--- config.mk ---
export PLATFORM = sky130hd
export DESIGN_NAME = color_key_sprite_run_encoder
export DESIGN_NICKNAME = d
export VERILOG_FILES = /design/src/rtl/cksre_pkg.sv /design/src/rtl/cksre_ram.sv /design/src/rtl/cksre_ctrl.sv /design/src/rtl/cksre_dp.sv /design/src/rtl/color_key_sprite_run_encoder.sv
export VERILOG_INCLUDE_DIRS = /design/src /design/src/rtl
export SDC_FILE = /design/constraint.sdc
export NUM_CORES = 1
export LEC_CHECK = 0
export ABC_AREA = 1
export BUFFER_PORTS_ARGS = -buffer_cell sky130_fd_sc_hd__buf_2
export CAP_MARGIN = 10
export CORE_ASPECT_RATIO = 0.6
export CORE_UTILIZATION = 50
export DETAILED_ROUTE_END_ITERATION = 7
export MAX_ROUTING_LAYER = met4
export PLACE_DENSITY = 0.66
export SLEW_MARGIN = 20
export SYNTH_ARGS = -nofsm -noshare
export SYNTH_HDL_FRONTEND = slang
export SYNTH_HIERARCHICAL = 1
export SYNTH_SLANG_ARGS = --single-unit
--- constraint.sdc ---
create_clock -name clk -period 5.5 [get_ports clk]
set_input_delay 0.825 -clock clk [delete_from_list [all_inputs] [get_ports clk]]
set_output_delay 0.825 -clock clk [all_outputs]
set_load 0.02 [all_outputs]
--- src/rtl/color_key_sprite_run_encoder_assert.svh ---
// Assertion macros shared by the color-key sprite run encoder modules.
`ifndef COLOR_KEY_SPRITE_RUN_ENCODER_ASSERT_SVH
`define COLOR_KEY_SPRITE_RUN_ENCODER_ASSERT_SVH
`ifndef SYNTHESIS
`define CKSRE_ASSERT_IMP(label, ante, cons) \
  label: assert property (@(posedge clk) disable iff (rst) (ante) |-> (cons)) \
    else $error("same-cycle check failed");
`define CKSRE_ASSERT_NXT(label, ante, cons) \
  label: assert property (@(posedge clk) disable iff (rst) (ante) |=> (cons)) \
    else $error("next-cycle check failed");
`else
`define CKSRE_ASSERT_IMP(label, ante, cons)
`define CKSRE_ASSERT_NXT(label, ante, cons)
`endif
`endif

--- src/rtl/cksre_pkg.sv ---
// Shared constants, word kinds and control/status structs of the sprite run encoder.
package cksre_pkg;

  localparam int DEF_MAX_WIDTH  = 32;
  localparam int DEF_MAX_HEIGHT = 1024;

  localparam int PIX_W      = 16;
  localparam int KEY_W      = 16;
  localparam int CFG_WID_W  = 6;
  localparam int CFG_HGT_W  = 11;
  localparam int CFG_IDX_W  = 2;
  localparam int CFG_DATA_W = 16;
  localparam int KIND_W     = 3;
  localparam int VALUE_W    = 16;
  localparam int ROW_OUT_W  = 10;
  localparam int CMP_W      = 16;

  localparam logic [CFG_IDX_W-1:0] REG_KEY    = 2'd0;
  localparam logic [CFG_IDX_W-1:0] REG_WIDTH  = 2'd1;
  localparam logic [CFG_IDX_W-1:0] REG_HEIGHT = 2'd2;

  localparam logic [KEY_W-1:0]     KEY_RESET    = 16'd0;
  localparam logic [CFG_WID_W-1:0] WIDTH_RESET  = 6'd32;
  localparam logic [CFG_HGT_W-1:0] HEIGHT_RESET = 11'd1024;

  localparam logic [KIND_W-1:0] KIND_LEN   = 3'd0;
  localparam logic [KIND_W-1:0] KIND_COL   = 3'd1;
  localparam logic [KIND_W-1:0] KIND_PIX   = 3'd2;
  localparam logic [KIND_W-1:0] KIND_ROW   = 3'd3;
  localparam logic [KIND_W-1:0] KIND_TOTAL = 3'd4;

  localparam logic [VALUE_W-1:0] INDEX_MAX = 16'hFFFF;

  typedef struct packed {
    logic              accept;
    logic              emit;
    logic [KIND_W-1:0] kind;
    logic              last;
    logic              sprite_end;
  } cmd_t;

  typedef struct packed {
    logic opaque;
    logic row_end;
    logic sprite_end;
    logic run_nonzero;
    logic last_pix;
    logic out_free;
  } sts_t;

endpackage

--- src/rtl/cksre_ram.sv ---
// Generic single-port-write, single-port-read RAM with registered read data.
module cksre_ram #(
  parameter int WIDTH = 16,
  parameter int DEPTH = 32,
  parameter int ADDR_W = (DEPTH > 1) ? $clog2(DEPTH) : 1
) (
  input  logic              clk,
  input  logic              wr_en,
  input  logic [ADDR_W-1:0] wr_addr,
  input  logic [WIDTH-1:0]  wr_data,
  input  logic [ADDR_W-1:0] rd_addr,
  output logic [WIDTH-1:0]  rd_data
);

  logic [WIDTH-1:0] mem [DEPTH];

  always_ff @(posedge clk) begin
    if (wr_en) begin
      mem[wr_addr] <= wr_data;
    end
    rd_data <= mem[rd_addr];
  end

endmodule

--- src/rtl/cksre_ctrl.sv ---
// Controller state machine: accepts pixels and sequences the emitted words.
`include "color_key_sprite_run_encoder_assert.svh"
module cksre_ctrl
  import cksre_pkg::*;
(
  input  logic clk,
  input  logic rst,
  input  logic in_valid,
  output logic in_ready,
  input  sts_t sts,
  output cmd_t cmd
);

  localparam logic [2:0] S_IDLE = 3'd0;
  localparam logic [2:0] S_LEN  = 3'd1;
  localparam logic [2:0] S_COL  = 3'd2;
  localparam logic [2:0] S_PIX  = 3'd3;
  localparam logic [2:0] S_ROW  = 3'd4;
  localparam logic [2:0] S_TOT  = 3'd5;

  logic [2:0] state;
  logic [2:0] state_next;
  logic       row_end;
  logic       sprite_end;
  logic       flush;

  assign in_ready = (state == S_IDLE);
  // The run is dumped if this pixel closes it, by a key pixel or by the row end.
  assign flush = sts.opaque ? sts.row_end : sts.run_nonzero;

  always_comb begin
    state_next     = state;
    cmd.accept     = 1'b0;
    cmd.emit       = 1'b0;
    cmd.kind       = KIND_LEN;
    cmd.last       = 1'b0;
    cmd.sprite_end = sprite_end;
    case (state)
      S_IDLE: begin
        if (in_valid) begin
          cmd.accept = 1'b1;
          if (flush) begin
            state_next = S_LEN;
          end else if (sts.row_end) begin
            state_next = S_ROW;
          end
        end
      end
      S_LEN: begin
        cmd.kind = KIND_LEN;
        cmd.emit = sts.out_free;
        if (sts.out_free) begin
          state_next = S_COL;
        end
      end
      S_COL: begin
        cmd.kind = KIND_COL;
        cmd.emit = sts.out_free;
        if (sts.out_free) begin
          state_next = S_PIX;
        end
      end
      S_PIX: begin
        cmd.kind = KIND_PIX;
        cmd.emit = sts.out_free;
        cmd.last = sts.last_pix && !row_end;
        if (sts.out_free && sts.last_pix) begin
          state_next = row_end ? S_ROW : S_IDLE;
        end
      end
      S_ROW: begin
        cmd.kind = KIND_ROW;
        cmd.emit = sts.out_free;
        cmd.last = !sprite_end;
        if (sts.out_free) begin
          state_next = sprite_end ? S_TOT : S_IDLE;
        end
      end
      S_TOT: begin
        cmd.kind = KIND_TOTAL;
        cmd.emit = sts.out_free;
        cmd.last = 1'b1;
        if (sts.out_free) begin
          state_next = S_IDLE;
        end
      end
      default: begin
        state_next = S_IDLE;
      end
    endcase
  end

  always_ff @(posedge clk) begin
    if (rst) begin
      state      <= S_IDLE;
      row_end    <= 1'b0;
      sprite_end <= 1'b0;
    end else begin
      state <= state_next;
      // Hold the row and sprite end decisions for the whole burst.
      if (cmd.accept) begin
        row_end    <= sts.row_end;
        sprite_end <= sts.sprite_end;
      end
    end
  end

  `CKSRE_ASSERT_IMP(a_emit_needs_slot, cmd.emit, sts.out_free)
  `CKSRE_ASSERT_IMP(a_pix_has_run, state == S_PIX, sts.run_nonzero)
  `CKSRE_ASSERT_NXT(a_last_ends_burst, cmd.emit && cmd.last, state == S_IDLE)

endmodule

--- src/rtl/cksre_dp.sv ---
// Datapath: configuration, run buffer, position and index counters, output register.
`include "color_key_sprite_run_encoder_assert.svh"
module cksre_dp
  import cksre_pkg::*;
#(
  parameter int MAX_WIDTH  = DEF_MAX_WIDTH,
  parameter int MAX_HEIGHT = DEF_MAX_HEIGHT
) (
  input  logic                  clk,
  input  logic                  rst,
  input  logic                  cfg_valid,
  input  logic [CFG_IDX_W-1:0]  cfg_index,
  input  logic [CFG_DATA_W-1:0] cfg_data,
  input  logic [PIX_W-1:0]      pixel,
  input  cmd_t                  cmd,
  output sts_t                  sts,
  output logic                  out_valid,
  input  logic                  out_ready,
  output logic [KIND_W-1:0]     word_kind,
  output logic [VALUE_W-1:0]    word_value,
  output logic                  row_empty,
  output logic [ROW_OUT_W-1:0]  row_number,
  output logic                  last_of_burst
);

  localparam int IDX_W = (MAX_WIDTH > 1) ? $clog2(MAX_WIDTH) : 1;
  localparam int LEN_W = $clog2(MAX_WIDTH + 1);
  localparam int ROW_W = (MAX_HEIGHT > 1) ? $clog2(MAX_HEIGHT) : 1;

  logic [KEY_W-1:0]     key;
  logic [CFG_WID_W-1:0] width;
  logic [CFG_HGT_W-1:0] height;

  logic [LEN_W-1:0]   run_len;
  logic [IDX_W-1:0]   run_start;
  logic [IDX_W-1:0]   column;
  logic [ROW_W-1:0]   row;
  logic [VALUE_W-1:0] write_index;
  logic [VALUE_W-1:0] row_first;
  logic               row_has_seg;
  logic [IDX_W-1:0]   idx;
  logic [IDX_W-1:0]   idx_next;
  logic [PIX_W-1:0]   rd_data;
  logic               buf_wr;

  logic [CMP_W-1:0]   w_eff;
  logic [CMP_W-1:0]   h_eff;
  logic               index_step;
  logic               row_word;

  logic [VALUE_W-1:0]   out_value;
  logic                 out_empty;
  logic [ROW_OUT_W-1:0] out_row;

  // Clamp geometry to 1..MAX.
  always_comb begin
    if (width == '0) begin
      w_eff = CMP_W'(1);
    end else if (CMP_W'(width) > CMP_W'(MAX_WIDTH)) begin
      w_eff = CMP_W'(MAX_WIDTH);
    end else begin
      w_eff = CMP_W'(width);
    end
    if (height == '0) begin
      h_eff = CMP_W'(1);
    end else if (CMP_W'(height) > CMP_W'(MAX_HEIGHT)) begin
      h_eff = CMP_W'(MAX_HEIGHT);
    end else begin
      h_eff = CMP_W'(height);
    end
  end

  assign sts.opaque      = (pixel != key);
  assign sts.row_end     = (CMP_W'(column) + CMP_W'(1)) >= w_eff;
  assign sts.sprite_end  = (CMP_W'(row) + CMP_W'(1)) >= h_eff;
  assign sts.run_nonzero = (run_len != '0);
  assign sts.last_pix    = (LEN_W'(idx) == (run_len - LEN_W'(1)));
  assign sts.out_free    = !out_valid || out_ready;

  assign buf_wr = cmd.accept && sts.opaque && (run_len < LEN_W'(MAX_WIDTH));

  // Read address runs one step ahead so the registered data matches idx.
  always_comb begin
    idx_next = idx;
    if (cmd.emit && (cmd.kind == KIND_LEN)) begin
      idx_next = '0;
    end else if (cmd.emit && (cmd.kind == KIND_PIX) && !sts.last_pix) begin
      idx_next = idx + IDX_W'(1);
    end
  end

  cksre_ram #(
    .WIDTH (PIX_W),
    .DEPTH (MAX_WIDTH)
  ) u_run_buf (
    .clk     (clk),
    .wr_en   (buf_wr),
    .wr_addr (run_len[IDX_W-1:0]),
    .wr_data (pixel),
    .rd_addr (idx_next),
    .rd_data (rd_data)
  );

  assign index_step = cmd.emit &&
                      ((cmd.kind == KIND_LEN) || (cmd.kind == KIND_COL) ||
                       (cmd.kind == KIND_PIX));

  assign row_word = cmd.emit && (cmd.kind == KIND_ROW) && row_has_seg;

  always_comb begin
    out_value = '0;
    out_empty = 1'b0;
    out_row   = '0;
    case (cmd.kind)
      KIND_LEN:   out_value = VALUE_W'(run_len);
      KIND_COL:   out_value = VALUE_W'(run_start);
      KIND_PIX:   out_value = rd_data;
      KIND_ROW: begin
        out_value = row_has_seg ? row_first : '0;
        out_empty = !row_has_seg;
        out_row   = ROW_OUT_W'(row);
      end
      KIND_TOTAL: out_value = write_index;
      default:    out_value = '0;
    endcase
  end

  always_ff @(posedge clk) begin
    if (rst) begin
      key         <= KEY_RESET;
      width       <= WIDTH_RESET;
      height      <= HEIGHT_RESET;
      run_len     <= '0;
      run_start   <= '0;
      column      <= '0;
      row         <= '0;
      write_index <= '0;
      row_first   <= '0;
      row_has_seg <= 1'b0;
      idx         <= '0;
      out_valid   <= 1'b0;
    end else begin
      idx <= idx_next;
      if (cfg_valid) begin
        case (cfg_index)
          REG_KEY:    key    <= cfg_data[KEY_W-1:0];
          REG_WIDTH:  width  <= cfg_data[CFG_WID_W-1:0];
          REG_HEIGHT: height <= cfg_data[CFG_HGT_W-1:0];
          default: begin
            // drop writes to unknown registers
          end
        endcase
      end
      if (cmd.accept) begin
        column <= sts.row_end ? '0 : column + IDX_W'(1);
        if (sts.opaque) begin
          if (run_len == '0) begin
            run_start <= column;
            if (!row_has_seg) begin
              row_first   <= write_index;
              row_has_seg <= 1'b1;
            end
          end
          if (run_len < LEN_W'(MAX_WIDTH)) begin
            run_len <= run_len + LEN_W'(1);
          end
        end
      end
      if (index_step && (write_index != INDEX_MAX)) begin
        write_index <= write_index + VALUE_W'(1);
      end
      if (cmd.emit) begin
        out_valid <= 1'b1;
        case (cmd.kind)
          KIND_PIX: begin
            if (sts.last_pix) begin
              run_len <= '0;
            end
          end
          KIND_ROW: begin
            row_has_seg <= 1'b0;
            row_first   <= '0;
            row         <= cmd.sprite_end ? '0 : row + ROW_W'(1);
          end
          KIND_TOTAL: begin
            write_index <= '0;
            run_len     <= '0;
            run_start   <= '0;
          end
          default: begin
            // length and column words change nothing else
          end
        endcase
      end else if (out_ready) begin
        out_valid <= 1'b0;
      end
    end
  end

  always_ff @(posedge clk) begin
    if (cmd.emit) begin
      word_kind     <= cmd.kind;
      word_value    <= out_value;
      row_empty     <= out_empty;
      row_number    <= out_row;
      last_of_burst <= cmd.last;
    end
  end

  `CKSRE_ASSERT_IMP(a_run_len_bound, 1'b1, run_len <= LEN_W'(MAX_WIDTH))
  `CKSRE_ASSERT_IMP(a_row_first_behind, row_word, row_first <= write_index)

endmodule

--- src/rtl/color_key_sprite_run_encoder.sv ---
// A pixel is taken only while the controller is idle, so no new pixel is taken during a burst;
// a pixel that ends nothing leaves the controller idle. The words of a burst leave
// one word per cycle from the single output register while the sink is ready.
// A flushed run of n pixels gives n + 2 words; row entry and total add one each.
// Reset is synchronous, active high; it clears counters and restores register defaults.
module color_key_sprite_run_encoder
  import cksre_pkg::*;
#(
  parameter int MAX_WIDTH  = DEF_MAX_WIDTH,
  parameter int MAX_HEIGHT = DEF_MAX_HEIGHT
) (
  input  logic                  clk,
  input  logic                  rst,
  input  logic                  cfg_valid,
  output logic                  cfg_ready,
  input  logic [CFG_IDX_W-1:0]  cfg_index,
  input  logic [CFG_DATA_W-1:0] cfg_data,
  input  logic                  in_valid,
  output logic                  in_ready,
  input  logic [PIX_W-1:0]      pixel,
  output logic                  out_valid,
  input  logic                  out_ready,
  output logic [KIND_W-1:0]     word_kind,
  output logic [VALUE_W-1:0]    word_value,
  output logic                  row_empty,
  output logic [ROW_OUT_W-1:0]  row_number,
  output logic                  last_of_burst
);

  cmd_t cmd;
  sts_t sts;

  assign cfg_ready = 1'b1;

  cksre_ctrl u_ctrl (
    .clk      (clk),
    .rst      (rst),
    .in_valid (in_valid),
    .in_ready (in_ready),
    .sts      (sts),
    .cmd      (cmd)
  );

  cksre_dp #(
    .MAX_WIDTH  (MAX_WIDTH),
    .MAX_HEIGHT (MAX_HEIGHT)
  ) u_dp (
    .clk           (clk),
    .rst           (rst),
    .cfg_valid     (cfg_valid),
    .cfg_index     (cfg_index),
    .cfg_data      (cfg_data),
    .pixel         (pixel),
    .cmd           (cmd),
    .sts           (sts),
    .out_valid     (out_valid),
    .out_ready     (out_ready),
    .word_kind     (word_kind),
    .word_value    (word_value),
    .row_empty     (row_empty),
    .row_number    (row_number),
    .last_of_burst (last_of_burst)
  );

endmodule

# Yosys cells after proc, flatten, opt, wreduce, memory -nomap -nowiden
# Memory sizes are Yosys's and may differ from the RTL's. A register that Yosys moved wholly into a read port is not among the register bits.
# Cells that the tools add are included.
[word_totals]
inputBits = 39
output_inout_bits = 34
ramBits = 512
regBits = 134
memories = 1
[memory_table]
columns = ["name", "depth", "width", "read_ports", "rd_clocked_by_memory_dff", "wr", "line", "text"]
rows = [
  ["u_dp.u_run_buf.mem", 32, 16, 1, 1, 1, "cksre_ram.sv:15", "logic [WIDTH-1:0] mem [DEPTH];"],
]
[op_classes]
eq_ne = 21
addsub = 8
n_lt_le_gt_ge = 5
reduce_logical = 30
mux = 55
[ops]
columns = ["cell", "count"]
rows = [
  ["16-bit two-way mux", 12],
  ["16-bit case mux with 5 select lines", 1],
  ["5-bit two-way mux", 8],
  ["6-bit two-way mux", 6],
  ["16-bit >= comparator", 2],
  ["3-bit two-way mux", 10],
  ["4-bit case mux with 5 select lines", 1],
  ["3-bit case mux with 6 select lines", 1],
  ["16-bit by 1-bit adder with 16-bit output, second input constant", 1],
  ["16-bit inequality test", 1],
  ["16-bit inequality test, second input constant", 1],
  ["3-bit by 2-bit equality test with 1-bit output, second input constant", 4],
  ["6-bit logical NOT", 2],
  ["1-bit two-way mux", 12],
  ["6-bit case mux with 2 select lines", 1],
  ["10-bit by 1-bit adder with 11-bit output, second input constant", 1],
  ["11-bit > comparator, second input constant", 1],
  ["11-bit logical NOT", 1],
  ["11-bit two-way mux", 1],
  ["10-bit by 1-bit adder with 10-bit output, second input constant", 1],
  ["5-bit by 1-bit adder with 5-bit output, second input constant", 2],
  ["10-bit two-way mux", 1],
  ["2-bit by 1-bit inequality test with 1-bit output, second input constant", 5],
  ["3-bit equality test, second input constant", 3],
  ["21 further kinds", 40],
]

# Logic depth before layout (Yosys ltp)
[depth]
depth_word = 11
mapped_depth = 25
ltp_nobuf = 22

# By module
# The synthesis kept the hierarchy.
[by_module_without_submodules]
columns = ["module", "seq_area_each_um2", "instances", "area_each_um2", "cells_per_inst"]
rows = [
  ["cksre_ram", 15695.1, 1, 21301.7, 1794],
  ["cksre_dp", 2892.8, 1, 6676.4, 898],
  ["cksre_ctrl", 100.1, 1, 469.2, 88],
  ["color_key_sprite_run_encoder", 0.0, 1, 11.3, 2],
]

# Least setup slack after synthesis
# OpenSTA, ideal clock, no wires.
[synth_timing]
path_kind = "input port to flip-flop"
from = "in out_ready"
to = "reg u_dp.u_run_buf.rd_data[10], read port of u_dp.u_run_buf.mem"
setup_slack_ps = 1080
cell_stages = 22
path_buffers = 3
t_arrival_ps = 4307
setup_ps = 113
path_cell_list = "inv_1 > nand2_1 > inv_1 > nor2_1 > inv_1 > nor2_1 > nand2_2 > nand2_1 > nand3_1 > inv_1 > buf_6 > inv_6 > buf_6 > buf_4 > nand2_1 > nand3_1 > nand3_1 > nand2_1 > nand2_1 > nand2_1 > nand2_1 > nand2_1"
[synth_lines]
columns = ["element", "line", "text"]
rows = [
  ["start: declaration", "color_key_sprite_run_encoder.sv:22", "input logic out_ready,"],
  ["end: declaration", "cksre_ram.sv:12", "output logic [WIDTH-1:0] rd_data"],
]

==> impl_metrics.toml <==
[route]
viasPerCell = 5.63
routed_wl_um = 76700
drt_iter0_drc = 2717
top_layer_used = "met4"
firstDrtPassIters = 6
met1Wirelength_um = 35300
postRouteAntennaNets = 0
wl_per_cell_um = 21.0
vias = 20500
wl_met3_um = 9120
wl_met2_um = 31300
drc = 0

[power]
p_leak_nw = 12.0
p_per_area_nw_per_um2 = 470
ir_worst_vdd_mv = 0.297

[run]
max_cap_viol_count = 0

[sta]
maxSlewViolCount = 0
tightest_slew_ns = 1.02
rsz0062_at_grt = "no"
slew-limit-headroom = 0.322
period_share = 0.802
tns_ns = 0
fmax_mhz = 227
setup_viol = 0
period_needed_ns = 4.41
finalHoldViolations = 0
fin_worst_skew_ns = 0.0183

[final_layout]
post-route-util = 0.559
final_area_sq_um = 31300
stdcell_count = 3644
layout.nets = 2900
antennaDiodeCount = 0
drive_gt1_frac = 0.0894
nFillCells = 4828
syn_to_final_growth_pct = 9.93

[clock_tree]
cts_sinks = 662
ctsHtreeMaxLevel = 2
path_clk_slew_ns = 0.07
ctsLongestPathBuffers = 3
cts_setup_buffers = 0
cts_resized = 0
clock_latency_ns = 0.63
root_buffer = "clkbuf_16"
cts_buffers = 58
hold_buffers = 0
tritoncts = "built"

[floorplan]
dieArea_sq_um = 57900
fp.dieH_um = 187
io_pins = 73
initial_utilization = 0.508
die_w_um = 310
core_area_sq_um = 56000
rows = 67

[grt]
grt_pass1_wl_um = 116000
grt_pass1_vias = 19100
grt_max_degree = 152
gr-total-overflow = 0
gr-usage-all-layers = 0.272
antenna_found_initial = 1

[place]
dp.cells = 3536
dp_hpwl_um = 47000
port_buffers = 71
place.gp.congestion = 0.946
placed_area_sq_um = 29400

[setup_path]
crit_path_end = "u_dp/u_run_buf/rd_data[8]"
critPathLaunchType = "register"
worstRegToRegCells = 21
worstPathMaxFanout = 108
r2r_start = "u_ctrl/state[1]"
worst_setup_path_end_kind = "register"
r2r_setup_slack_ns = 1.09
r2r_end = "u_dp/u_run_buf/rd_data[8]"
crit_type = "register to register"
cp_data_required_time_ns = 6.07
critPathArrivalTime_ns = 4.98
crit_start = "u_ctrl/state[1]"

[synth]
synth_cells = 2782
async_flop_share = 0
ys_seq_area_frac = 0.657
synth_fp_nets = 2845
synth.avg_cell_area_sq_um = 10.2
synth_flop_cell = "edfxtp_1"
synth-edff-count = 543
ys_warn_count = 6
yosysUniqueCellTypes = 52
synth-seq-cells = 662
netlist_area_sq_um = 28500

[outcome]
outcome = "completed"

[min_path]
hold_path_class = "input port to register"
[cell usage after synthesis, types with 7 or more instances]
library cell,count,share of area
dfxtp_1,119,0.084
buf_2,41,0.0072
edfxtp_1,543,0.57
a21oi_1,41,0.0072
nand3_1,452,0.079
buf_6,26,0.010
o221ai_1,9,0.0028
nand2_1,936,0.12
buf_4,33,0.0087
inv_1,135,0.018
nand4_1,7,0.0015
xor2_1,32,0.0098
o21ai_0,56,0.0098
ha_1,24,0.011
nand2_2,9,0.0020
clkbuf_1,32,0.0042
nor3_1,19,0.0033
nor2_1,203,0.027
[metal layers]
metal	vias to the layer above	GRT usage
met2	1036	0.362
met4	0	0.0453
met3	78	0.0564
met1	9875	0.430
met5	-	-
li1	9513	-
[placed cells by master (no fill, tap or decap), types with 3 or more instances in the layout]
master,count
a211oi_2,3
clkbuf_8,6
o221ai_1,9
nand3_1,452
edfxtp_1,543
inv_1,131
clkinv_1,10
xnor2_1,3
a21oi_1,41
o211ai_1,4
nand4_1,7
nor2_4,4
bufinv_16,7
xor2_1,32
nor2_2,5
nand2_2,9
nand2_1,936
dfxtp_1,119
nor2_1,202
clkbuf_1,14
clkbuf_16,58
inv_2,6
clkinv_2,11
nor3_1,19
ha_1,24
a221oi_1,5
nand3b_1,3
buf_2,71
inv_6,4
buf_12,3
o21ai_0,56
buf_4,57
[through the flow]
stage	hold WS (ns)	worst slack, ns	power [mW]
floorplan	0.444	1.08	9.34
global placement	0.458	1.19	10.5
detailed placement	0.465	1.06	10.6
CTS	0.399	1.16	14.7
global route	0.438	0.814	15.5
finish	0.421	1.09	14.7
[logic make-up after synthesis]
family / after synthesis / share of synthesized area
DFF: 662 / 0.657
other: 1 / 0.000132
and+or+nand+nor: 1649 / 0.243
AOI/OAI and AO/OA: 132 / 0.0274
buffers and inverters: 279 / 0.0510
adders and majority gates: 24 / 0.0106
xor gates and xnor gates: 35 / 0.0108
[critical path: stages (launching register included)]
cell	delay (ns)
dfxtp_1	0.55
nor2_4	0.09
nand2_1	0.16
nand2_1	0.16
nor3_1	0.35
nor2_4	0.05
inv_1	0.17
nor2_1	0.16
nand2_2	0.14
nand2_1	0.06
nand3_1	0.16
inv_6	0.17
inv_6	0.66
buf_4	0.53
nand2_1	0.11
nand3_1	0.09
nand3_1	0.12
nand2_1	0.15
nand2_1	0.08
nand2_1	0.16
nand2_1	0.08
nand2_1	0.07
[flip-flops by register name, indices dropped and copies added, names as in the netlist, 3 cells and up]
signal                  flops
u_dp/row_first             16
u_dp/u_run_buf/rd_data     16
u_dp/run_len                6
u_dp/height                11
u_dp/u_run_buf/mem        512
u_dp/word_kind              3
u_dp/row_number            10
u_dp/key                   16
u_dp/width                  6
u_ctrl/state                3
u_dp/column                 5
u_dp/row                   10
u_dp/write_index           16
u_dp/idx                    5
u_dp/run_start              5
u_dp/word_value            16
[report_power, final]
| part | switching (mW) | internal, mW |
|---|---|---|
| registers | 0.264 | 5.88 |
| logic | 3.18 | 1.21 |
| clock network | 1.83 | 2.35 |
[how the worst min path moves through the flow]
stage                         startpoint              to  slack (ns)  cells after the start
final                       cfg_data[11]    u_dp/key[11]        0.42                      3
after global routing        cfg_data[11]    u_dp/key[11]        0.44                      3
after CTS                   cfg_data[11]    u_dp/key[11]        0.40                      3
after detailed placement  u_dp/height[7]  u_dp/height[7]        0.46                      2
after global placement       u_dp/key[8]     u_dp/key[8]        0.46                      2
after floorplan           u_dp/height[6]  u_dp/height[6]        0.44                      2
[cell type report]
| cell class | instances | area (sq um) | share of cell area |
|---|---|---|---|
| Multi-Input combinational cell | 1841 | 8330 | 0.266 |
| Sequential cell | 662 | 18700 | 0.597 |
| Timing Repair Buffer | 131 | 843 | 0.0270 |
| Clock inverter | 30 | 337 | 0.0108 |
| Clock buffer | 78 | 1590 | 0.0507 |
| Inverter | 143 | 552 | 0.0176 |
| Tap cell | 759 | 950 | 0.0304 |
(Power assumes the default switching activity.)
